<file path="src/sv/gwsa_pkg.sv">
// Shared types, constants and state codes of the genome window signal accumulator.
package gwsa_pkg;

    localparam int WINDOWS_DEF = 32;

    localparam int CHROM_W = 16;
    localparam int POS_W   = 31;
    localparam int WS_W    = 21;
    localparam int SUPP_W  = 16;
    localparam int CNT_W   = 32;
    localparam int CLIP_W  = 20;
    localparam int CFGI_W  = 2;
    localparam int CFGD_W  = 32;

    localparam logic [WS_W-1:0]    WS_RESET       = 21'd1000;
    localparam logic [SUPP_W-1:0]  MIN_SUPP_RESET = 16'd3;
    localparam logic [CNT_W-1:0]   MIN_CLIP_RESET = 32'd50;
    localparam logic [CHROM_W:0]   NONE_CHROM     = 17'h10000;

    localparam logic [CFGI_W-1:0] CFG_WINDOW_SIZE = 2'd0;
    localparam logic [CFGI_W-1:0] CFG_MIN_SUPP    = 2'd1;
    localparam logic [CFGI_W-1:0] CFG_MIN_CLIP    = 2'd2;

    typedef enum logic [4:0] {
        S_IDLE,
        S_DIV,
        S_CHK,
        S_POP_RD,
        S_POP_CMP,
        S_POP_EMIT,
        S_WIN,
        S_FIND_RD,
        S_FIND_CMP,
        S_ADD,
        S_TRIG,
        S_OV_RD,
        S_OV_CMP,
        S_OV_DIV,
        S_STATUS
    } t_state;

    typedef struct packed {
        logic [CHROM_W-1:0] chrom;
        logic [POS_W-1:0]   start;
        logic [CNT_W-1:0]   covered;
        logic [SUPP_W-1:0]  supp;
        logic [CNT_W-1:0]   clipped;
        logic [CNT_W-1:0]   inserted;
        logic               trig;
    } t_entry;

    typedef struct packed {
        logic               window_valid;
        logic [CHROM_W-1:0] chrom;
        logic [POS_W-1:0]   start;
        logic [CNT_W-1:0]   covered;
        logic [SUPP_W-1:0]  supp;
        logic [CNT_W-1:0]   clipped;
        logic [CNT_W-1:0]   inserted;
        logic               overflow;
        logic               last;
    } t_result;

    typedef struct packed {
        logic rd;
        logic wr;
    } t_mem_ctl;

endpackage

</file>
<file path="src/sv/gwsa_ctrl.sv">
// Sequencer that walks the window table, updates entries and emits results.
module gwsa_ctrl #(
    parameter int WINDOWS = gwsa_pkg::WINDOWS_DEF
) (
    input  logic                           i_clk,
    input  logic                           i_rst_n,
    input  logic [gwsa_pkg::WS_W-1:0]      i_ws,
    input  logic [gwsa_pkg::SUPP_W-1:0]    i_min_supp,
    input  logic [gwsa_pkg::CNT_W-1:0]     i_min_clip,
    input  logic                           i_in_valid,
    output logic                           o_in_ready,
    input  logic                           i_func,
    input  logic [gwsa_pkg::CHROM_W-1:0]   i_chrom,
    input  logic [gwsa_pkg::POS_W-1:0]     i_read_start,
    input  logic [gwsa_pkg::POS_W-1:0]     i_read_end,
    input  logic                           i_has_supplementary,
    input  logic [gwsa_pkg::CLIP_W-1:0]    i_read_clip_bases,
    input  logic [gwsa_pkg::CLIP_W-1:0]    i_read_insert_bases,
    input  logic [gwsa_pkg::POS_W-1:0]     i_seal_position,
    output logic                           o_out_valid,
    input  logic                           i_out_ready,
    output gwsa_pkg::t_result              o_result,
    output gwsa_pkg::t_mem_ctl             o_mem_ctl,
    output logic [$clog2(WINDOWS)-1:0]     o_mem_waddr,
    output gwsa_pkg::t_entry               o_mem_wdata,
    output logic [$clog2(WINDOWS)-1:0]     o_mem_raddr,
    input  gwsa_pkg::t_entry               i_mem_rdata,
    output logic                           o_div_start,
    output logic [gwsa_pkg::POS_W-1:0]     o_div_dividend,
    input  logic                           i_div_done,
    input  logic [gwsa_pkg::WS_W-1:0]      i_div_rem
);
    import gwsa_pkg::*;

    localparam int AW  = $clog2(WINDOWS);
    localparam int CW  = $clog2(WINDOWS + 1);
    localparam int SPW = WS_W + CW;

    t_state r_state, n_state;
    logic               r_func, n_func;
    logic [CHROM_W-1:0] r_chrom, n_chrom;
    logic [POS_W-1:0]   r_rs, n_rs;
    logic [POS_W-1:0]   r_re, n_re;
    logic               r_supp, n_supp;
    logic [CLIP_W-1:0]  r_clip, n_clip;
    logic [CLIP_W-1:0]  r_ins, n_ins;
    logic [POS_W-1:0]   r_seal, n_seal;
    logic [CHROM_W:0]   r_active, n_active;
    logic [AW-1:0]      r_head, n_head;
    logic [CW-1:0]      r_live, n_live;
    logic [CW-1:0]      r_i, n_i;
    logic [AW-1:0]      r_slot, n_slot;
    t_entry             r_ent, n_ent;
    logic [CNT_W-1:0]   r_cur, n_cur;
    logic [CNT_W-1:0]   r_brk, n_brk;
    logic               r_ovf, n_ovf;
    logic               r_ovscan, n_ovscan;
    logic               r_ovalid, n_ovalid;
    t_result            r_out, n_out;

    logic               in_acc;
    logic               out_free;
    logic [AW:0]        slot_sum;
    logic [AW-1:0]      slot_i;
    logic [AW:0]        tail_sum;
    logic [AW-1:0]      tail;
    logic [AW-1:0]      head_inc;
    logic               pop_cond;
    logic               find_hit;
    logic               ov_cand;
    logic [CNT_W-1:0]   start_first;
    logic [SPW-1:0]     span;
    logic [CNT_W:0]     span_end;
    logic [CNT_W-1:0]   wend, hi, lo, ovl;
    logic [CNT_W:0]     cov_sum, clip_sum, ins_sum;
    logic [CNT_W+3:0]   clip_x10;
    logic               trig_hit;
    t_entry             wr_ent;

    assign in_acc   = i_in_valid && o_in_ready;
    assign out_free = !r_ovalid || i_out_ready;
    assign slot_sum = (AW+1)'(r_head) + (AW+1)'(r_i);
    assign slot_i   = (slot_sum >= (AW+1)'(WINDOWS)) ?
                      AW'(slot_sum - (AW+1)'(WINDOWS)) : slot_sum[AW-1:0];
    assign tail_sum = (AW+1)'(r_head) + (AW+1)'(r_live);
    assign tail     = (tail_sum >= (AW+1)'(WINDOWS)) ?
                      AW'(tail_sum - (AW+1)'(WINDOWS)) : tail_sum[AW-1:0];
    assign head_inc = (r_head == AW'(WINDOWS - 1)) ? '0 : r_head + 1'b1;
    assign pop_cond = !r_func || (i_mem_rdata.start < r_seal);
    assign find_hit = (i_mem_rdata.chrom == r_chrom) && ({1'b0, i_mem_rdata.start} == r_cur);
    assign ov_cand  = (i_mem_rdata.chrom == r_chrom) && ({1'b0, i_mem_rdata.start} > r_brk)
                      && (i_mem_rdata.start < r_re);
    assign start_first = {1'b0, r_rs} - {11'b0, i_div_rem};
    assign span        = SPW'(i_ws) * SPW'(WINDOWS);
    assign span_end    = {1'b0, start_first} + (CNT_W+1)'(span);

    assign wend     = {1'b0, r_ent.start} + {11'b0, i_ws};
    assign hi       = ({1'b0, r_re} < wend) ? {1'b0, r_re} : wend;
    assign lo       = (r_rs > r_ent.start) ? {1'b0, r_rs} : {1'b0, r_ent.start};
    assign ovl      = (hi > lo) ? hi - lo : '0;
    assign cov_sum  = {1'b0, r_ent.covered} + {1'b0, ovl};
    assign clip_sum = {1'b0, r_ent.clipped} + (CNT_W+1)'(r_clip);
    assign ins_sum  = {1'b0, r_ent.inserted} + (CNT_W+1)'(r_ins);
    assign clip_x10 = ({4'b0, r_ent.clipped} << 3) + ({4'b0, r_ent.clipped} << 1);
    assign trig_hit = (r_ent.supp >= i_min_supp) || (r_ent.clipped >= i_min_clip)
                      || ((r_ent.covered != '0) && (clip_x10 > {4'b0, r_ent.covered}));

    always_comb begin
        wr_ent      = r_ent;
        wr_ent.trig = r_ent.trig || trig_hit;
    end

    always_comb begin
        n_state = r_state;
        unique case (r_state)
            S_IDLE: begin
                if (in_acc) begin
                    if (i_func) begin
                        n_state = S_POP_RD;
                    end else if (i_read_start < i_read_end) begin
                        n_state = S_DIV;
                    end else begin
                        n_state = S_STATUS;
                    end
                end
            end
            S_DIV: begin
                if (i_div_done) begin
                    n_state = S_CHK;
                end
            end
            S_CHK: begin
                n_state = (r_active != {1'b0, r_chrom}) ? S_POP_RD : S_WIN;
            end
            S_POP_RD: begin
                if (r_live == '0) begin
                    n_state = r_func ? S_STATUS : S_WIN;
                end else begin
                    n_state = S_POP_CMP;
                end
            end
            S_POP_CMP: begin
                if (!pop_cond) begin
                    n_state = S_STATUS;
                end else if (i_mem_rdata.trig) begin
                    n_state = S_POP_EMIT;
                end else begin
                    n_state = S_POP_RD;
                end
            end
            S_POP_EMIT: begin
                if (out_free) begin
                    n_state = S_POP_RD;
                end
            end
            S_WIN: begin
                n_state = (r_cur >= {1'b0, r_re}) ? S_STATUS : S_FIND_RD;
            end
            S_FIND_RD: begin
                if (r_i == r_live) begin
                    n_state = (r_live == CW'(WINDOWS)) ? S_OV_RD : S_ADD;
                end else begin
                    n_state = S_FIND_CMP;
                end
            end
            S_FIND_CMP: begin
                n_state = find_hit ? S_ADD : S_FIND_RD;
            end
            S_ADD: begin
                n_state = S_TRIG;
            end
            S_TRIG: begin
                n_state = r_ovscan ? S_OV_RD : S_WIN;
            end
            S_OV_RD: begin
                n_state = (r_i == r_live) ? S_STATUS : S_OV_CMP;
            end
            S_OV_CMP: begin
                n_state = ov_cand ? S_OV_DIV : S_OV_RD;
            end
            S_OV_DIV: begin
                if (i_div_done) begin
                    n_state = (i_div_rem == '0) ? S_ADD : S_OV_RD;
                end
            end
            S_STATUS: begin
                if (out_free) begin
                    n_state = S_IDLE;
                end
            end
            default: n_state = S_IDLE;
        endcase
    end

    always_comb begin
        n_func   = r_func;
        n_chrom  = r_chrom;
        n_rs     = r_rs;
        n_re     = r_re;
        n_supp   = r_supp;
        n_clip   = r_clip;
        n_ins    = r_ins;
        n_seal   = r_seal;
        n_active = r_active;
        n_head   = r_head;
        n_live   = r_live;
        n_i      = r_i;
        n_slot   = r_slot;
        n_ent    = r_ent;
        n_cur    = r_cur;
        n_brk    = r_brk;
        n_ovf    = r_ovf;
        n_ovscan = r_ovscan;
        n_out    = r_out;
        n_ovalid = r_ovalid && !i_out_ready;
        o_mem_ctl      = '0;
        o_mem_raddr    = slot_i;
        o_mem_waddr    = r_slot;
        o_mem_wdata    = wr_ent;
        o_div_start    = 1'b0;
        o_div_dividend = i_mem_rdata.start;
        o_in_ready     = (r_state == S_IDLE);
        unique case (r_state)
            S_IDLE: begin
                o_div_dividend = i_read_start;
                if (in_acc) begin
                    n_func   = i_func;
                    n_chrom  = i_chrom;
                    n_rs     = i_read_start;
                    n_re     = i_read_end;
                    n_supp   = i_has_supplementary;
                    n_clip   = i_read_clip_bases;
                    n_ins    = i_read_insert_bases;
                    n_seal   = i_seal_position;
                    n_ovf    = 1'b0;
                    n_ovscan = 1'b0;
                    o_div_start = !i_func && (i_read_start < i_read_end);
                end
            end
            S_DIV: begin
            end
            S_CHK: begin
                n_cur = start_first;
                if (r_active != {1'b0, r_chrom}) begin
                    n_ovf = (span_end < (CNT_W+1)'(r_re));
                end
            end
            S_POP_RD: begin
                o_mem_raddr = r_head;
                if (r_live == '0) begin
                    if (!r_func) begin
                        n_active = {1'b0, r_chrom};
                    end
                end else begin
                    o_mem_ctl.rd = 1'b1;
                end
            end
            S_POP_CMP: begin
                n_ent = i_mem_rdata;
                if (pop_cond) begin
                    n_head = head_inc;
                    n_live = r_live - 1'b1;
                end
            end
            S_POP_EMIT: begin
                if (out_free) begin
                    n_ovalid           = 1'b1;
                    n_out.window_valid = 1'b1;
                    n_out.chrom        = r_ent.chrom;
                    n_out.start        = r_ent.start;
                    n_out.covered      = r_ent.covered;
                    n_out.supp         = r_ent.supp;
                    n_out.clipped      = r_ent.clipped;
                    n_out.inserted     = r_ent.inserted;
                    n_out.overflow     = r_ovf;
                    n_out.last         = 1'b0;
                end
            end
            S_WIN: begin
                n_i = '0;
            end
            S_FIND_RD: begin
                if (r_i == r_live) begin
                    if (r_live == CW'(WINDOWS)) begin
                        n_ovf    = 1'b1;
                        n_ovscan = 1'b1;
                        n_brk    = r_cur;
                        n_i      = '0;
                    end else begin
                        n_slot      = tail;
                        n_ent       = '0;
                        n_ent.chrom = r_chrom;
                        n_ent.start = r_cur[POS_W-1:0];
                        n_live      = r_live + 1'b1;
                    end
                end else begin
                    o_mem_ctl.rd = 1'b1;
                end
            end
            S_FIND_CMP: begin
                if (find_hit) begin
                    n_slot = slot_i;
                    n_ent  = i_mem_rdata;
                end else begin
                    n_i = r_i + 1'b1;
                end
            end
            S_ADD: begin
                n_ent.covered  = cov_sum[CNT_W] ? '1 : cov_sum[CNT_W-1:0];
                n_ent.clipped  = clip_sum[CNT_W] ? '1 : clip_sum[CNT_W-1:0];
                n_ent.inserted = ins_sum[CNT_W] ? '1 : ins_sum[CNT_W-1:0];
                if (r_supp && (r_ent.supp != '1)) begin
                    n_ent.supp = r_ent.supp + 1'b1;
                end
            end
            S_TRIG: begin
                o_mem_ctl.wr = 1'b1;
                n_ent        = wr_ent;
                if (r_ovscan) begin
                    n_i = r_i + 1'b1;
                end else begin
                    n_cur = r_cur + {11'b0, i_ws};
                end
            end
            S_OV_RD: begin
                o_mem_ctl.rd = (r_i != r_live);
            end
            S_OV_CMP: begin
                n_ent  = i_mem_rdata;
                n_slot = slot_i;
                if (ov_cand) begin
                    o_div_start = 1'b1;
                end else begin
                    n_i = r_i + 1'b1;
                end
            end
            S_OV_DIV: begin
                if (i_div_done && (i_div_rem != '0)) begin
                    n_i = r_i + 1'b1;
                end
            end
            S_STATUS: begin
                if (out_free) begin
                    n_ovalid       = 1'b1;
                    n_out          = '0;
                    n_out.overflow = r_ovf;
                    n_out.last     = 1'b1;
                end
            end
            default: begin
            end
        endcase
    end

    always_ff @(posedge i_clk) begin
        if (!i_rst_n) begin
            r_state  <= S_IDLE;
            r_active <= NONE_CHROM;
            r_head   <= '0;
            r_live   <= '0;
            r_ovalid <= 1'b0;
            r_ovf    <= 1'b0;
            r_ovscan <= 1'b0;
        end else begin
            r_state  <= n_state;
            r_active <= n_active;
            r_head   <= n_head;
            r_live   <= n_live;
            r_ovalid <= n_ovalid;
            r_ovf    <= n_ovf;
            r_ovscan <= n_ovscan;
        end
        r_func  <= n_func;
        r_chrom <= n_chrom;
        r_rs    <= n_rs;
        r_re    <= n_re;
        r_supp  <= n_supp;
        r_clip  <= n_clip;
        r_ins   <= n_ins;
        r_seal  <= n_seal;
        r_i     <= n_i;
        r_slot  <= n_slot;
        r_ent   <= n_ent;
        r_cur   <= n_cur;
        r_brk   <= n_brk;
        r_out   <= n_out;
    end

    assign o_out_valid = r_ovalid;
    assign o_result    = r_out;

endmodule

</file>
<file path="config.mk">
export PLATFORM = sky130hd
export DESIGN_NAME = gwsa_ctrl
export DESIGN_NICKNAME = d
export VERILOG_FILES = /design/src/sv/gwsa_pkg.sv /design/src/sv/gwsa_ctrl.sv
export SDC_FILE = /design/constraint.sdc
export NUM_CORES = 2
export LEC_CHECK = 0
export BUFFER_PORTS_ARGS = -buffer_cell sky130_fd_sc_hd__buf_2
export CAP_MARGIN = 15
export CORE_AREA = 2 2 299 301
export DETAILED_ROUTE_END_ITERATION = 16
export DIE_AREA = 0 0 301 303
export GPL_TIMING_DRIVEN = 1
export PLACE_DENSITY = 0.74
export RECOVER_POWER = 50
export SLEW_MARGIN = 20
export SYNTH_ARGS = -nofsm -noshare
export SYNTH_HDL_FRONTEND = slang
export SYNTH_SLANG_ARGS = --single-unit
export TNS_END_PERCENT = 100
</file>
<file path="constraint.sdc">
create_clock -name i_clk -period 11.1 [get_ports i_clk]
set_input_delay 0.555 -clock i_clk [delete_from_list [all_inputs] [get_ports i_clk]]
set_output_delay 0.555 -clock i_clk [all_outputs]
set_load 0.01 [all_outputs]
</file>
==> results.json <==
{
  "n_fill_cell": 7828,
  "grt_pass1_wl_mm": 224,
  "slowest_delay_ns": 0.43,
  "power.leakage_nw": 22.6,
  "setup_viol": 0,
  "crit_type": "flop to flop",
  "required_ns": 11.47,
  "syn-num-nets": 5803,
  "cp-start-kind": "flop",
  "root_buffer": "clkbuf_16",
  "hold_viol_final": 0,
  "violations": "max-capacitance violations, max-slew violations",
  "fin_crit_ns": 10.57,
  "nets": 6428,
  "rows": 109,
  "layout_setup_ws_ns": 0.532,
  "via_count": 39437,
  "relSlewSlack": -0.160,
  "grt.overflow.total": 0,
  "synth_edf_count": 548,
  "synthesis.area_sq_mm": 0.0450,
  "drv_cap": 1,
  "cp.arrival_ns": 10.93,
  "drtIter0Drc": 3860,
  "pre_cts_ws_ns": -0.0790,
  "fin_setup_tns_ns": 0,
  "fin_util": 0.583,
  "wirelength_mm": 154,
  "clk_pin_slew_ns": 0.06,
  "worst_path_max_delay_cell": "fa_1",
  "ios": 774,
  "start_util": 0.512,
  "endpoint_kind": "flop",
  "cts_sinks": 583,
  "tightest_slew_ns": 1.74,
  "h-tree-depth": 3,
  "ctsHoldBuffers": 0,
  "ir_drop_mv": 0.270,
  "async_flop_share": 0,
  "cts_inserted_buffers": 70,
  "fin_skew_ns": 0.0372,
  "maxSlewViolCount": 35,
  "io_buffers": 773,
  "p_per_area_mw_per_mm2": 338,
  "holdWs_ns": 0.0813,
  "detail-route-antenna-nets": 0,
  "area_growth_pct": 13.9,
  "gp_congestion": 1.00,
  "r2r_setup_slack_ns": 0.53,
  "die_y_microns": 303,
  "grt_max_degree": 160,
  "layout_commonest_cell": "nand2_1",
  "antenna_found_initial": 18,
  "synth-main-ff-cell": "edfxtp_1",
  "wire_per_inst_microns": 23.1,
  "period_share": 0.952,
  "max_freq_mhz": 94.6,
  "dr.pass1.iters": 8,
  "seq_area_frac_synth": 0.381,
  "drc_errors": 0,
  "drive_above_1_share": 0.119,
  "status": "finished with violations",
  "grt_pass1_vias": 37459,
  "design.core.area_sq_mm": 0.0880,
  "avgViaCountPerCell": 5.89,
  "cts_tree": "done",
  "die-area_sq_mm": 0.0912,
  "clk_latency_ns": 0.66,
  "mostFrequentLayoutCells": "nand2_1 (610), ha_1 (555), edfxtp_1 (548)",
  "synth_warnings": 0,
  "die-width_microns": 301,
  "critPathMaxFanout": 15,
  "ys_types": 90,
  "synth_cells": 4830,
  "place_hpwl_mm": 122,
  "synth-seq-cells": 583,
  "clockBufferDepth": 3,
  "grtUsageTotal": 0.325,
  "syn-mean-instance-area_sq_um": 9.33,
  "min_path_type": "input port to flop"
}
## layout make-up
class	count	area (sq um)	area share
repair buffers	820	3910	0.0762
clock inverters	45	405	0.00790
well taps	1165	1460	0.0284
flip-flops and latches	583	17200	0.334
clock buffers	82	1880	0.0367
multi-input cells	3637	25200	0.490
diodes	17	42.5	0.000829
inverters	343	1290	0.0251
## report_power, final
group | switching (mW) | leakage, nW | internal (mW)
combinational | 6.54 | 16.1 | 4.34
clock | 0.978 | 1.10 | 1.36
sequential | 0.785 | 5.35 | 3.33
## sequential cells by signal, indices dropped and copies added, names as in the netlist
signal,cells
r_chrom,16
r_rs,31
r_head,5
r_func,1
r_cur,32
o_mem_waddr,5
r_ent,1
r_ovscan,1
r_brk,32
r_supp,1
r_clip,20
o_mem_wdata,159
r_active,17
r_i,6
o_out_valid,1
r_ins,20
r_seal,31
r_live,6
r_state,4
o_result,162
r_re,31
r_ovf,1
## logic make-up (layout without fill, tap and decap cells)
logic type                 count (synthesis)  after routing  synth area share
AOI/OAI and AO/OA                       1159           1159             0.161
xor gates and xnor gates                 312            312            0.0607
adders and majority gates                567            567             0.160
buffers and inverters                    610           1290            0.0643
DFF                                      583            583             0.381
muxes                                     66             66            0.0149
other                                      0             17                 0
and+or+nand+nor                         1533           1533             0.159
## per-stage QoR
| stage | total power [mW] | area (sq um) | std cells |
|---|---|---|---|
| after global routing | 18.6 | 51300 | 6687 |
| after global placement | 14.6 | 49200 | 6540 |
| after floorplan | 11.9 | 45000 | 4830 |
| after detailed placement | 14.7 | 49200 | 6540 |
| final | 17.3 | 51300 | 6692 |
| after CTS | 17.1 | 51500 | 6667 |
## synthesized netlist by cell type (28+ instances only)
| cell | count | area, sq um |
|---|---|---|
| nand2_1 | 611 | 2290 |
| ha_1 | 555 | 6940 |
| edfxtp_1 | 548 | 16500 |
| inv_1 | 339 | 1270 |
| a21oi_1 | 337 | 1690 |
| nor2_1 | 329 | 1230 |
| o21ai_0 | 244 | 1220 |
| a21o_1 | 162 | 1220 |
| buf_4 | 159 | 1190 |
| xnor2_1 | 158 | 1380 |
| xor2_1 | 154 | 1350 |
| and2_1 | 104 | 651 |
| clkbuf_1 | 95 | 357 |
| nand3_1 | 89 | 445 |
| nand4_1 | 76 | 475 |
| nor3_1 | 72 | 360 |
| nor2b_1 | 63 | 394 |
| o21ai_1 | 61 | 305 |
| mux2i_1 | 58 | 581 |
| o21a_1 | 48 | 360 |
| a211oi_1 | 45 | 338 |
| nand2b_1 | 45 | 282 |
| nor4_1 | 39 | 244 |
| o211ai_1 | 39 | 293 |
| dfxtp_1 | 35 | 701 |
| o21bai_1 | 33 | 248 |
| and3_1 | 29 | 181 |
| a31oi_1 | 28 | 175 |
## worst max-delay path: cells and delay by family (launching register included)
| family | cells | cell delay, ns |
|---|---|---|
| AOI/OAI and AO/OA | 27 | 5.70 |
| adders and majority gates | 7 | 2.17 |
| and+or+nand+nor | 8 | 0.90 |
| buffers and inverters | 5 | 0.59 |
| DFF | 1 | 0.36 |
| muxes | 1 | 0.30 |
| xor gates and xnor gates | 1 | 0.26 |
## per-layer routing
layer	wire length [microns]	global-route usage
met5	63	0
met4	8340	0.161
met3	13300	0.0584
met2	72200	0.537
met1	60600	0.410
## final timing paths
kind / startpoint / to / cells after the start
hold / removal: i_seal_position[20] / r_seal[20] / 1
setup / recovery: o_mem_wdata[113] / o_mem_wdata[105] / 49
setup reg to reg: o_mem_wdata[113] / o_mem_wdata[105] / 49
hold reg to reg: r_active[16] / r_active[16] / 2
## timing repair
action / CTS / global route
gates resized for setup: 0 / 10
endpoints found under the hold margin: 0 / 0
endpoints found under the setup margin: 0 / 32
setup buffers: 0 / 6
(Power assumes the default switching activity.)
