## src/sv/gwsa_pkg.sv

```systemverilog
// Shared types, constants and state codes of the genome window signal accumulator.
package gwsa_pkg;

    localparam int WINDOWS_DEF = 32;

    localparam int CHROM_W = 16;
    localparam int POS_W   = 31;
    localparam int WS_W    = 21;
    localparam int SUPP_W  = 16;
    localparam int CNT_W   = 32;
    localparam int CLIP_W  = 20;
    localparam int CFGI_W  = 2;
    localparam int CFGD_W  = 32;

    localparam logic [WS_W-1:0]    WS_RESET       = 21'd1000;
    localparam logic [SUPP_W-1:0]  MIN_SUPP_RESET = 16'd3;
    localparam logic [CNT_W-1:0]   MIN_CLIP_RESET = 32'd50;
    localparam logic [CHROM_W:0]   NONE_CHROM     = 17'h10000;

    localparam logic [CFGI_W-1:0] CFG_WINDOW_SIZE = 2'd0;
    localparam logic [CFGI_W-1:0] CFG_MIN_SUPP    = 2'd1;
    localparam logic [CFGI_W-1:0] CFG_MIN_CLIP    = 2'd2;

    typedef enum logic [4:0] {
        S_IDLE,
        S_DIV,
        S_CHK,
        S_POP_RD,
        S_POP_CMP,
        S_POP_EMIT,
        S_WIN,
        S_FIND_RD,
        S_FIND_CMP,
        S_ADD,
        S_TRIG,
        S_OV_RD,
        S_OV_CMP,
        S_OV_DIV,
        S_STATUS
    } t_state;

    typedef struct packed {
        logic [CHROM_W-1:0] chrom;
        logic [POS_W-1:0]   start;
        logic [CNT_W-1:0]   covered;
        logic [SUPP_W-1:0]  supp;
        logic [CNT_W-1:0]   clipped;
        logic [CNT_W-1:0]   inserted;
        logic               trig;
    } t_entry;

    typedef struct packed {
        logic               window_valid;
        logic [CHROM_W-1:0] chrom;
        logic [POS_W-1:0]   start;
        logic [CNT_W-1:0]   covered;
        logic [SUPP_W-1:0]  supp;
        logic [CNT_W-1:0]   clipped;
        logic [CNT_W-1:0]   inserted;
        logic               overflow;
        logic               last;
    } t_result;

    typedef struct packed {
        logic rd;
        logic wr;
    } t_mem_ctl;

endpackage

```

## src/sv/gwsa_rem_div.sv

```systemverilog
// Iterative restoring remainder unit, one dividend bit per cycle.
module gwsa_rem_div (
    input  logic                       i_clk,
    input  logic                       i_rst_n,
    input  logic                       i_start,
    input  logic [gwsa_pkg::POS_W-1:0] i_dividend,
    input  logic [gwsa_pkg::WS_W-1:0]  i_divisor,
    output logic                       o_done,
    output logic [gwsa_pkg::WS_W-1:0]  o_rem
);
    import gwsa_pkg::*;

    localparam int CW = $clog2(POS_W);

    logic            r_busy, n_busy;
    logic            r_done, n_done;
    logic [CW-1:0]   r_cnt, n_cnt;
    logic [WS_W-1:0] r_rem, n_rem;
    logic [POS_W-1:0] r_dvd, n_dvd;
    logic [WS_W:0]   trial;

    always_comb begin
        n_busy = r_busy;
        n_done = 1'b0;
        n_cnt  = r_cnt;
        n_rem  = r_rem;
        n_dvd  = r_dvd;
        trial  = {r_rem, r_dvd[POS_W-1]};
        if (i_start) begin
            n_busy = 1'b1;
            n_cnt  = '0;
            n_rem  = '0;
            n_dvd  = i_dividend;
        end else if (r_busy) begin
            if (trial >= {1'b0, i_divisor}) begin
                trial = trial - {1'b0, i_divisor};
            end
            n_rem = trial[WS_W-1:0];
            n_dvd = {r_dvd[POS_W-2:0], 1'b0};
            n_cnt = r_cnt + 1'b1;
            if (r_cnt == CW'(POS_W - 1)) begin
                n_busy = 1'b0;
                n_done = 1'b1;
            end
        end
    end

    always_ff @(posedge i_clk) begin
        if (!i_rst_n) begin
            r_busy <= 1'b0;
            r_done <= 1'b0;
            r_cnt  <= '0;
        end else begin
            r_busy <= n_busy;
            r_done <= n_done;
            r_cnt  <= n_cnt;
        end
        r_rem <= n_rem;
        r_dvd <= n_dvd;
    end

    assign o_done = r_done;
    assign o_rem  = r_rem;

endmodule

```

## config.mk

```make
export PLATFORM = sky130hd
export DESIGN_NAME = gwsa_rem_div
export DESIGN_NICKNAME = d
export VERILOG_FILES = /design/src/sv/gwsa_pkg.sv /design/src/sv/gwsa_rem_div.sv
export SDC_FILE = /design/constraint.sdc
export NUM_CORES = 1
export LEC_CHECK = 0
export BUFFER_PORTS_ARGS = -buffer_cell sky130_fd_sc_hd__buf_2
export CORE_UTILIZATION = 50
export CTS_BUF_LIST = sky130_fd_sc_hd__clkbuf_8 sky130_fd_sc_hd__clkbuf_16
export CTS_CLUSTER_DIAMETER = 50
export DETAILED_ROUTE_END_ITERATION = 10
export HOLD_SLACK_MARGIN = 0.06
export PLACE_DENSITY = 0.74
export SETUP_SLACK_MARGIN = 0.3
export SYNTH_ARGS = -nofsm -noshare
export SYNTH_HDL_FRONTEND = slang
export SYNTH_SLANG_ARGS = --single-unit
```

## constraint.sdc

```tcl
create_clock -name i_clk -period 4.89 [get_ports i_clk]
set_clock_uncertainty 0.1 [all_clocks]
set_input_delay 0.489 -clock i_clk [delete_from_list [all_inputs] [get_ports i_clk]]
set_output_delay 0.489 -clock i_clk [all_outputs]
set_load 0.005 [all_outputs]
```

==> flow_summary.json, run 1 <==
{
  "cts_sinks": 59,
  "core_um2": 7210,
  "antenna_cells": 0,
  "cp-end-kind": "flip-flop",
  "setup_violations": 0,
  "grt_usage_pct": 20.6,
  "cts_max_level": 3,
  "post-route-period-util_pct": 69.4,
  "firstDrtPassIters": 6,
  "grt_pass1_vias": 2620,
  "hp-start": "i_rst_n",
  "dpl.cell_count": 533,
  "ys_seq_elements": 59,
  "post-cts-setup-buffer-count": 0,
  "synth_ff_type": "edfxtp_1",
  "drcViolationCount": 0,
  "initial_core_util_pct": 51.7,
  "hold_class": "input port to flip-flop",
  "synthesis.nets": 451,
  "power_density_nw_per_um2": 316,
  "r2r_cells": 13,
  "drv_cap": 0,
  "syn_inst": 372,
  "die-area_um2": 7810,
  "grt-ovfl-total": 0,
  "clk_path_buf_depth": 2,
  "die_y_um": 88.4,
  "placed_cell_area_um2": 4170,
  "fin_area_um2": 4390,
  "fmax_mhz": 295,
  "grt_first_pass_wirelength_mm": 12.3,
  "fin_util_pct": 60.8,
  "critical_path_class": "flip-flop to flip-flop",
  "synth.distinct_cells": 55,
  "antenna_left": 0,
  "startpoint_type": "flip-flop",
  "cts_buffers": 9,
  "crit_required_ns": 4.99,
  "drtIter0Drc": 111,
  "rows": 31,
  "layout-drive-gt1-share_pct": 32.9,
  "synth.avg_cell_area_um2": 10.0,
  "async_reset_ff_share_pct": 0,
  "slew_headroom_pct": 57.0,
  "ys_seq_area_share_pct": 40.0,
  "total_leakage_power_nw": 1.95,
  "syn2layout_area_growth_pct": 17.6,
  "crit_fanout": 13,
  "hold_end": "r_busy",
  "clkLatencyLatePin_ns": 0.34,
  "final.min_clock_period_ns": 3.39,
  "fin_tns_setup_ns": 0,
  "synth_edf_count": 31,
  "status": "finished, final reports clean",
  "dp_hpwl_mm": 5.54,
  "clkTransAtPathRegs_ns": 0.07,
  "whs_ns": 0.276,
  "cts_tree": "yes",
  "holdPathStages": 2,
  "p_total_mw": 1.39,
  "r2r-end": "o_rem[2]",
  "grt_max_degree": 52,
  "hold_viol": 0,
  "arrival_ns": 3.50,
  "dieWidth_um": 88.4,
  "cts-root-buf": "clkbuf_8",
  "vias": 2982,
  "nets": 524,
  "cts_hold_buffers": 0,
  "place_congestion": 0.872,
  "drt-total-wl_mm": 7.54,
  "slew_violations": 0,
  "ctsResizeCount": 0,
  "dp_slack_ns": 1.34,
  "synth_warnings": 0,
  "antenna_found_initial": 0,
  "worst_pin_slew_ns": 0.645,
  "io_buffers": 76,
  "ff2ff_setup_slack_ns": 1.50,
  "max-vdd-ir-drop_mv": 0.214,
  "post-route-worst-setup-slack_ns": 1.50,
  "wl_per_cell_um": 13.7,
  "synth_area_um2": 3730,
  "stdcell_count": 549,
  "rsz0062_at_grt": "false",
  "via_per_inst": 5.43,
  "io_pins": 77,
  "r2r_start": "r_dvd[30]"
}
==> metal layers <==
metal	GRT usage (%)	vias to the layer above	routed length (um)
li1	-	1503	-
met1	29.0	1369	3720
met2	30.6	97	3250
met3	4.10	13	449
met4	9.24	0	115
met5	0	-	0
==> cell usage in the layout (no fill, tap or decap), types with 3 or more instances in the layout <==
cell type and instances:
nand3_1 4, nor2b_1 5, xnor2_1 12, a31oi_1 4, and3_1 4, buf_2 76, o21ai_0 11, a211oi_1 6
o211ai_1 3, mux2_2 31, ha_1 23, a21oi_1 29, nand2_1 16, xor2_1 8, o211a_1 3, nor3_1 7
a21o_1 7, inv_1 29, edfxtp_1 31, dfxtp_1 28, mux2i_1 5, clkbuf_8 10, o21ai_1 4, nand4_1 7
nor2_1 34, o21a_1 3, buf_4 5, a211oi_2 11
==> synthesized netlist by cell type (all sizes together) (3+ instances only) <==
cell type	number	area (um2)
nor2	34	128
a21oi	31	163
edfxtp	31	931
mux2	31	349
dfxtp	28	561
inv	28	105
ha	23	288
a211oi	17	183
nand2	16	60.1
o21ai	15	75.1
xnor2	12	105
buf	11	71.3
clkbuf	8	31.3
xor2	8	70.1
a21o	7	52.6
nand4	7	43.8
nor3	7	35.0
mux2i	5	50.1
nor2b	5	31.3
a31oi	4	25.0
and3	4	25.0
nand3	4	20.0
o211ai	4	35.0
o211a	3	30.0
o21a	3	22.5
==> registers in the layout (all words and copies together) (netlist names) <==
register	count
o_done	1
o_rem	21
r_busy	1
r_cnt	5
r_dvd	31
==> worst max-delay path: stages (launching register included) <==
cell      delay [ns]
edfxtp_1        0.39
inv_1           0.07
ha_1            0.16
inv_1           0.05
fa_1            0.42
a211oi_2        0.29
o21bai_2        0.10
a21oi_2         0.28
o31ai_4         0.13
o211ai_2        0.45
buf_4           0.27
mux2_2          0.34
mux2i_1         0.13
nor2_1          0.05
==> worst max path at each step <==
stage	start	endpoint	slack, ns	cells past startpoint
floorplan	i_divisor[0]	o_rem[2]	2.00	12
global placement	i_divisor[0]	o_rem[2]	1.41	13
detailed placement	i_divisor[0]	o_rem[2]	1.34	13
CTS	r_dvd[30]	o_rem[2]	1.48	13
global route	r_dvd[30]	o_rem[2]	1.29	13
finish	r_dvd[30]	o_rem[2]	1.50	13
==> power by group <==
part | leakage (nW) | internal, mW | switching (mW)
clock network | 0.113 | 0.297 | 0.196
registers | 0.542 | 0.570 | 0.0240
logic | 1.29 | 0.141 | 0.161
==> cells by family (layout without fill, tap and decap cells) <==
logic type / after synthesis / count (layout) / share of synthesized area, %
multiplexers: 36 / 36 / 10.7
flip-flops: 59 / 59 / 40.0
adder cells (fa/ha/maj): 24 / 24 / 8.25
AO/OA/AOI/OAI: 98 / 98 / 19.8
XOR/XNOR: 20 / 20 / 4.69
AND/OR/NAND/NOR: 87 / 87 / 11.0
buffers and inverters: 48 / 126 / 5.67
==> final cells by class <==
cell class              instances  area (um2)
flip-flops and latches         59        1490
fillers                       628        2830
well taps                      99         124
multi-input cells             265        2030
clock buffers                  10         138
inverters                      29         109
repair buffers                 81         418
clock inverters                 6        81.3
Note: power is estimated with default switching activity, not from simulation.
==> run 2: changes to the inputs <==
==> constraint.sdc (replaced) <==
create_clock -name i_clk -period 3.5 [get_ports i_clk]
set_clock_uncertainty 0.1 [all_clocks]
set_input_delay 0.35 -clock i_clk [delete_from_list [all_inputs] [get_ports i_clk]]
set_output_delay 0.35 -clock i_clk [all_outputs]
set_load 0.005 [all_outputs]
==> run 2 against run 1 <==
Core utilization grew 0.21 points. Final cell count grew 0.55%. Sequential power grew 40%. Global-route usage grew 0.35 points. Register-to-register slack lost 0.96 ns. Worst hold slack lost 0.094 ns. Flip-flop and latch count is the same. Die area is the same. Worst setup slack lost 0.96 ns. Largest cell class unchanged.
==> flow_summary.json, run 2 (same netlist as run 1, synthesis figures left out) <==
{
  "drcViolationCount": 0,
  "nets": 527,
  "rows": 31,
  "place_congestion": 0.886,
  "die-area_um2": 7810,
  "power_frac_seq_pct": 44.5,
  "via_per_inst": 5.47,
  "grt_first_pass_wirelength_mm": 12.4,
  "post-route-period-util_pct": 84.6,
  "grt_pass1_vias": 2750,
  "grt_max_degree": 45,
  "dp_slack_ns": 0.381,
  "startpoint_type": "flip-flop",
  "largest_reg_flops": 31,
  "grt-ovfl-total": 0,
  "clkLatencyLatePin_ns": 0.33,
  "wl_met2_mm": 3.59,
  "largest-register": "r_dvd",
  "max-vdd-ir-drop_mv": 0.287,
  "rsz0062_at_grt": "false",
  "cts_hold_buffers": 0,
  "arrival_ns": 3.06,
  "final.min_clock_period_ns": 2.96,
  "cts-root-buf": "clkbuf_8",
  "vias": 3021,
  "die_y_um": 88.4,
  "drv_cap": 0,
  "stdcell_count": 552,
  "r2r-end": "o_rem[10]",
  "fin_tns_setup_ns": 0,
  "cts_buffers": 9,
  "num-fill-cells": 630,
  "crit_required_ns": 3.60,
  "grt_usage_pct": 20.9,
  "wl_met3_um": 522,
  "ff2ff_setup_slack_ns": 0.54,
  "fin_util_pct": 61.0,
  "critical_path.cell_chain": "inv_1, ha_1, inv_1, fa_1, a211oi_2, o21bai_2, a21oi_4, o31ai_4, o211ai_4, buf_4, nor2_1, a21oi_1, a211oi_2",
  "hp-start": "i_rst_n",
  "critical_path_class": "flip-flop to flip-flop",
  "drt-total-wl_mm": 7.91,
  "switching_power_mw": 0.543,
  "internal_power_mw": 1.32,
  "slew_headroom_pct": 44.6,
  "p_comb_share_pct": 23.3,
  "clkPwrFrac_pct": 32.3,
  "status": "finished, final reports clean",
  "dp_hpwl_mm": 5.84,
  "layout_common_cells": "buf_2 (76), nor2_1 (34), mux2_2 (31), edfxtp_1 (31), a21oi_1 (29)",
  "total_leakage_power_nw": 1.94,
  "r2r_cells": 13,
  "top_layer": "met4",
  "hold_viol": 0,
  "antenna_left": 0,
  "cts_tree": "yes",
  "layout_commonest_cell": "buf_2",
  "critPathMaxStageDelay_ns": 0.43,
  "post-route-worst-setup-slack_ns": 0.540,
  "drt-met1-wl_mm": 3.68,
  "holdPathStages": 2,
  "dpl.cell_count": 535,
  "cts_max_level": 3,
  "fmax_mhz": 338,
  "power_density_nw_per_um2": 424,
  "r2r_start": "r_dvd[30]",
  "io_pins": 77,
  "antenna_found_initial": 0,
  "cts_sinks": 59,
  "hold_class": "input port to flip-flop",
  "clk_path_buf_depth": 2,
  "initial_core_util_pct": 51.7,
  "clkTransAtPathRegs_ns": 0.07,
  "drtIter0Drc": 203,
  "hold_end": "r_busy",
  "crit_fanout": 12,
  "slew_violations": 0,
  "io_buffers": 76,
  "wl_per_cell_um": 14.3,
  "setup_violations": 0,
  "firstDrtPassIters": 7,
  "dieWidth_um": 88.4,
  "cp-end-kind": "flip-flop",
  "switching_share_pct": 29.1,
  "layout-drive-gt1-share_pct": 33.3,
  "whs_ns": 0.182,
  "slowest_stage": "fa_1",
  "syn2layout_area_growth_pct": 18.0,
  "core_um2": 7210,
  "worst_pin_slew_ns": 0.831,
  "antenna_cells": 0
}
==> run 2: worst max-delay path by stage <==
stage	startpoint	endpoint	slack (ns)	depth (start not counted)
after global routing	r_dvd[30]	o_rem[15]	0.32	13
final	r_dvd[30]	o_rem[10]	0.54	13
after CTS	r_dvd[30]	o_rem[4]	0.38	13
after floorplan	r_dvd[30]	o_rem[2]	0.68	13
after global placement	i_divisor[0]	o_rem[4]	0.53	13
after detailed placement	i_divisor[0]	o_rem[0]	0.38	13
==> run 2: timing repair <==
action | 4_1_cts | 5_1_grt
gates resized for setup | 0 | 3
setup endpoints to repair | 0 | 21
buffers inserted | 0 | 1
==> run 2: final cells by class <==
type / count / area, um2 / share of cell area, %
multi-input combinational: 265 / 2040 / 46.4
clock inverter: 7 / 67.6 / 1.53
clock buffer: 9 / 124 / 2.81
tap: 99 / 124 / 2.81
timing repair buffer: 84 / 444 / 10.1
inverter: 29 / 109 / 2.47
sequential: 59 / 1490 / 33.9
==> run 2: metrics by stage <==
step / cell area (um2) / total power, mW
floorplan: 3730 / 1.15
global placement: 4190 / 1.26
detailed placement: 4190 / 1.27
CTS: 4380 / 1.88
global route: 4400 / 1.96
finish: 4400 / 1.87
==> run 2: per-layer routing <==
layer,vias to the layer above,track usage [%]
li1,1507,-
met1,1387,27.8
met2,117,32.3
met3,10,5.78
met4,0,8.50
met5,-,0
==> run 2: power by group through the flow <==
stage                     Sequential, mW  Combinational (mW)  Clock, mW
after floorplan                    0.836               0.318          0
after global placement             0.844               0.414          0
after detailed placement           0.845               0.423          0
after CTS                          0.831               0.426      0.620
after global routing               0.837               0.478      0.648
final                              0.830               0.435      0.602
==> run 2: worst max-delay path, delay by kind of cell, from the launching register on <==
kind / cells / cell delay [ns]
compound gates: 7 / 1.32
fa+ha+maj: 2 / 0.58
buf+inv: 3 / 0.36
flops: 1 / 0.38
simple gates: 1 / 0.07
==> run 3: changes to the inputs <==
--- a/config.mk
+++ b/config.mk
@@ -5,13 +5,14 @@
 export SDC_FILE = /design/constraint.sdc
 export NUM_CORES = 1
 export LEC_CHECK = 0
+export ABC_AREA = 1
 export BUFFER_PORTS_ARGS = -buffer_cell sky130_fd_sc_hd__buf_2
 export CORE_UTILIZATION = 50
 export CTS_BUF_LIST = sky130_fd_sc_hd__clkbuf_8 sky130_fd_sc_hd__clkbuf_16
 export CTS_CLUSTER_DIAMETER = 50
 export DETAILED_ROUTE_END_ITERATION = 10
 export HOLD_SLACK_MARGIN = 0.06
-export PLACE_DENSITY = 0.74
+export PLACE_DENSITY = 0.76
 export SETUP_SLACK_MARGIN = 0.3
 export SYNTH_ARGS = -nofsm -noshare
 export SYNTH_HDL_FRONTEND = slang
==> constraint.sdc (replaced) <==
create_clock -name i_clk -period 2.6 [get_ports i_clk]
set_clock_uncertainty 0.1 [all_clocks]
set_input_delay 0.26 -clock i_clk [delete_from_list [all_inputs] [get_ports i_clk]]
set_output_delay 0.26 -clock i_clk [all_outputs]
set_load 0.005 [all_outputs]
==> run 3 against run 2 <==
Die area up 14%. Routed wire length is 28% higher. Combinational power fell by 31%. Synthesized cell count rose by 68%. Critical path type unchanged. Total power is 25% higher. Critical path depth rose by 2. Flip-flop and latch count unchanged. Non-clock buffer count is 10 higher. Register-to-register slack worse by 0.13 ns. Global-route usage increased by 2.8 points.
==> flow_summary.json, run 3 <==
{
  "largest_reg_flops": 31,
  "rows": 33,
  "holdPathStages": 3,
  "cts_max_level": 3,
  "cp.depth": 15,
  "final.min_clock_period_ns": 2.19,
  "clkTransAtPathRegs_ns": 0.08,
  "ff2ff_setup_slack_ns": 0.41,
  "vias": 4103,
  "synth_top_area_share_pct": 22.8,
  "drt-total-wl_mm": 10.2,
  "num-fill-cells": 763,
  "antenna_cells": 0,
  "setup_violations": 0,
  "core_um2": 8220,
  "io_pins": 77,
  "r2r_start": "r_dvd[30]",
  "critPathTopFamily": "simple AND/OR/NAND/NOR gates",
  "total_leakage_power_nw": 2.82,
  "synth_top_area_cell": "nand2_1",
  "cp-end-kind": "flip-flop",
  "synth.avg_cell_area_um2": 6.82,
  "cts_sinks": 59,
  "cts-root-buf": "clkbuf_8",
  "fmax_mhz": 458,
  "synth_warnings": 0,
  "dp_slack_ns": 0.154,
  "synth_ff_type": "edfxtp_1",
  "worst_pin_slew_ns": 0.395,
  "die-area_um2": 8880,
  "crit_buf_inv": 3,
  "grt-ovfl-total": 0,
  "grt_first_pass_wirelength_mm": 16.5,
  "die_y_um": 94.3,
  "wl_per_cell_um": 12.3,
  "stdcell_count": 822,
  "synth.distinct_cells": 37,
  "initial_core_util_pct": 51.8,
  "async_reset_ff_share_pct": 0,
  "clkLatencyLatePin_ns": 0.35,
  "critPathMaxStageDelay_ns": 0.38,
  "r2r_cells": 15,
  "antenna_left": 0,
  "hold_viol": 0,
  "r2r-end": "o_rem[5]",
  "p_total_mw": 2.33,
  "nets": 791,
  "syn2layout_area_growth_pct": 19.6,
  "grt_usage_pct": 23.7,
  "arrival_ns": 2.32,
  "post-route-period-util_pct": 84.0,
  "critical_path_class": "flip-flop to flip-flop",
  "cp_common_cell": "nand2_2",
  "dpl.cell_count": 799,
  "layout_common_cells": "nand2_1 (253), inv_1 (94), buf_2 (76), nand3_1 (44), edfxtp_1 (31)",
  "crit_required_ns": 2.74,
  "synth_top_family_by_area": "simple AND/OR/NAND/NOR gates",
  "fin_tns_setup_ns": 0,
  "max-vdd-ir-drop_mv": 0.394,
  "hold_end": "r_dvd[2]",
  "cts_tree": "yes",
  "largest-register": "r_dvd",
  "synth_compound_area_share_pct": 3.47,
  "syn_inst": 624,
  "cts_buffers": 9,
  "synthesis.nets": 703,
  "layout_commonest_cell": "nand2_1",
  "via_per_inst": 4.99,
  "ys_seq_area_share_pct": 35.0,
  "drtIter0Drc": 230,
  "antenna_found_initial": 0,
  "crit_fanout": 8,
  "yosys.area_share.adder_pct": 7.23,
  "hp-start": "i_dividend[2]",
  "ys_seq_elements": 59,
  "place_congestion": 0.934,
  "power_density_nw_per_um2": 459,
  "yosys-top-cells-area": "nand2_1 (23%), edfxtp_1 (22%), dfxtp_1 (13%), inv_1 (8.5%), ha_1 (6.8%)",
  "io_buffers": 76,
  "startpoint_type": "flip-flop",
  "synth_mux_area_share_pct": 0,
  "dp_hpwl_mm": 7.53,
  "synthXorXnorAreaFrac_pct": 2.26,
  "hold_class": "input port to flip-flop",
  "slowest_stage": "edfxtp_1",
  "grt_max_degree": 32,
  "post-route-worst-setup-slack_ns": 0.415,
  "synth.most_common_cell": "nand2_1",
  "critical_path.cell_chain": "inv_2, ha_4, inv_4, fa_2, nand2_2, nand2_2, nand3_2, nand2_2, nand2_2, nand2_2, nand2_4, buf_4, nand3_1, nand3_1, o21ai_1",
  "synth_area_um2": 4260,
  "firstDrtPassIters": 5,
  "slew_violations": 0,
  "synthSimpleGateAreaFrac_pct": 39.9,
  "slew_headroom_pct": 73.7,
  "fin_util_pct": 61.9,
  "layout-drive-gt1-share_pct": 21.6,
  "clk_path_buf_depth": 2,
  "drcViolationCount": 0,
  "status": "finished, final reports clean",
  "grt_pass1_vias": 3776,
  "dieWidth_um": 94.3,
  "synth_edf_count": 31,
  "rsz0062_at_grt": "true",
  "synth_common_cells": "nand2_1 (258), inv_1 (96), nand3_1 (47)",
  "drv_cap": 0
}
==> run 3: what timing repair did <==
item | in CTS | in global routing
endpoints found under the hold margin | 2 | 0
pin swaps | 0 | 7
setup buffers | 1 | 4
gates resized for setup | 2 | 21
endpoints found under the setup margin | 21 | 21
hold buffers | 2 | 0
==> run 3: worst max path at each step <==
stage                     startpoint         to  slack, ns
after floorplan            r_dvd[30]   o_rem[7]       0.45
after global placement     r_dvd[30]  o_rem[19]       0.24
after detailed placement   r_dvd[30]  o_rem[20]       0.15
after CTS                  r_dvd[30]  o_rem[20]       0.33
after global routing       r_dvd[30]  o_rem[20]       0.27
final                      r_dvd[30]   o_rem[5]       0.41
==> run 3: worst min-delay path: stages <==
cell and delay [ns]:
buf_2 0.07, nand2_1 0.04, nand2_1 0.05
==> run 3: final cells by class <==
cell class / instances / area (um2) / area share (%)
Tap cell: 105 / 131 / 2.58
Multi-Input combinational cell: 445 / 2320 / 45.6
Clock buffer: 9 / 124 / 2.43
Inverter: 103 / 389 / 7.65
Sequential cell: 59 / 1490 / 29.3
Clock inverter: 7 / 100 / 1.97
Timing Repair Buffer: 94 / 532 / 10.4
==> run 3: kinds of logic after synthesis <==
family          count (synthesis)
compound gates                 27
fa+ha+maj                      24
flops                          59
simple gates                  383
xor+xnor                       11
buf+inv                       120
==> run 3: power breakdown <==
group | switching, mW | total [mW] | leakage (nW) | internal, mW
clock | 0.422 | 0.968 | 0.114 | 0.546
combinational | 0.182 | 0.300 | 2.16 | 0.118
sequential | 0.0206 | 1.07 | 0.545 | 1.05
==> run 3: routing by layer <==
layer,track usage [%],up-vias,wire [um]
met5,0,-,0
met4,6.79,0,111
met3,5.18,12,516
met2,38.9,98,4780
met1,31.0,1873,4740
li1,-,2120,-
==> run 3: metrics by stage <==
| step | area [um2] | hold WS, ns |
|---|---|---|
| after global placement | 4720 | 0.370 |
| after global routing | 5090 | 0.0737 |
| after floorplan | 4260 | 0.292 |
| after detailed placement | 4720 | 0.375 |
| after CTS | 4980 | 0.0648 |
| final | 5090 | 0.0795 |
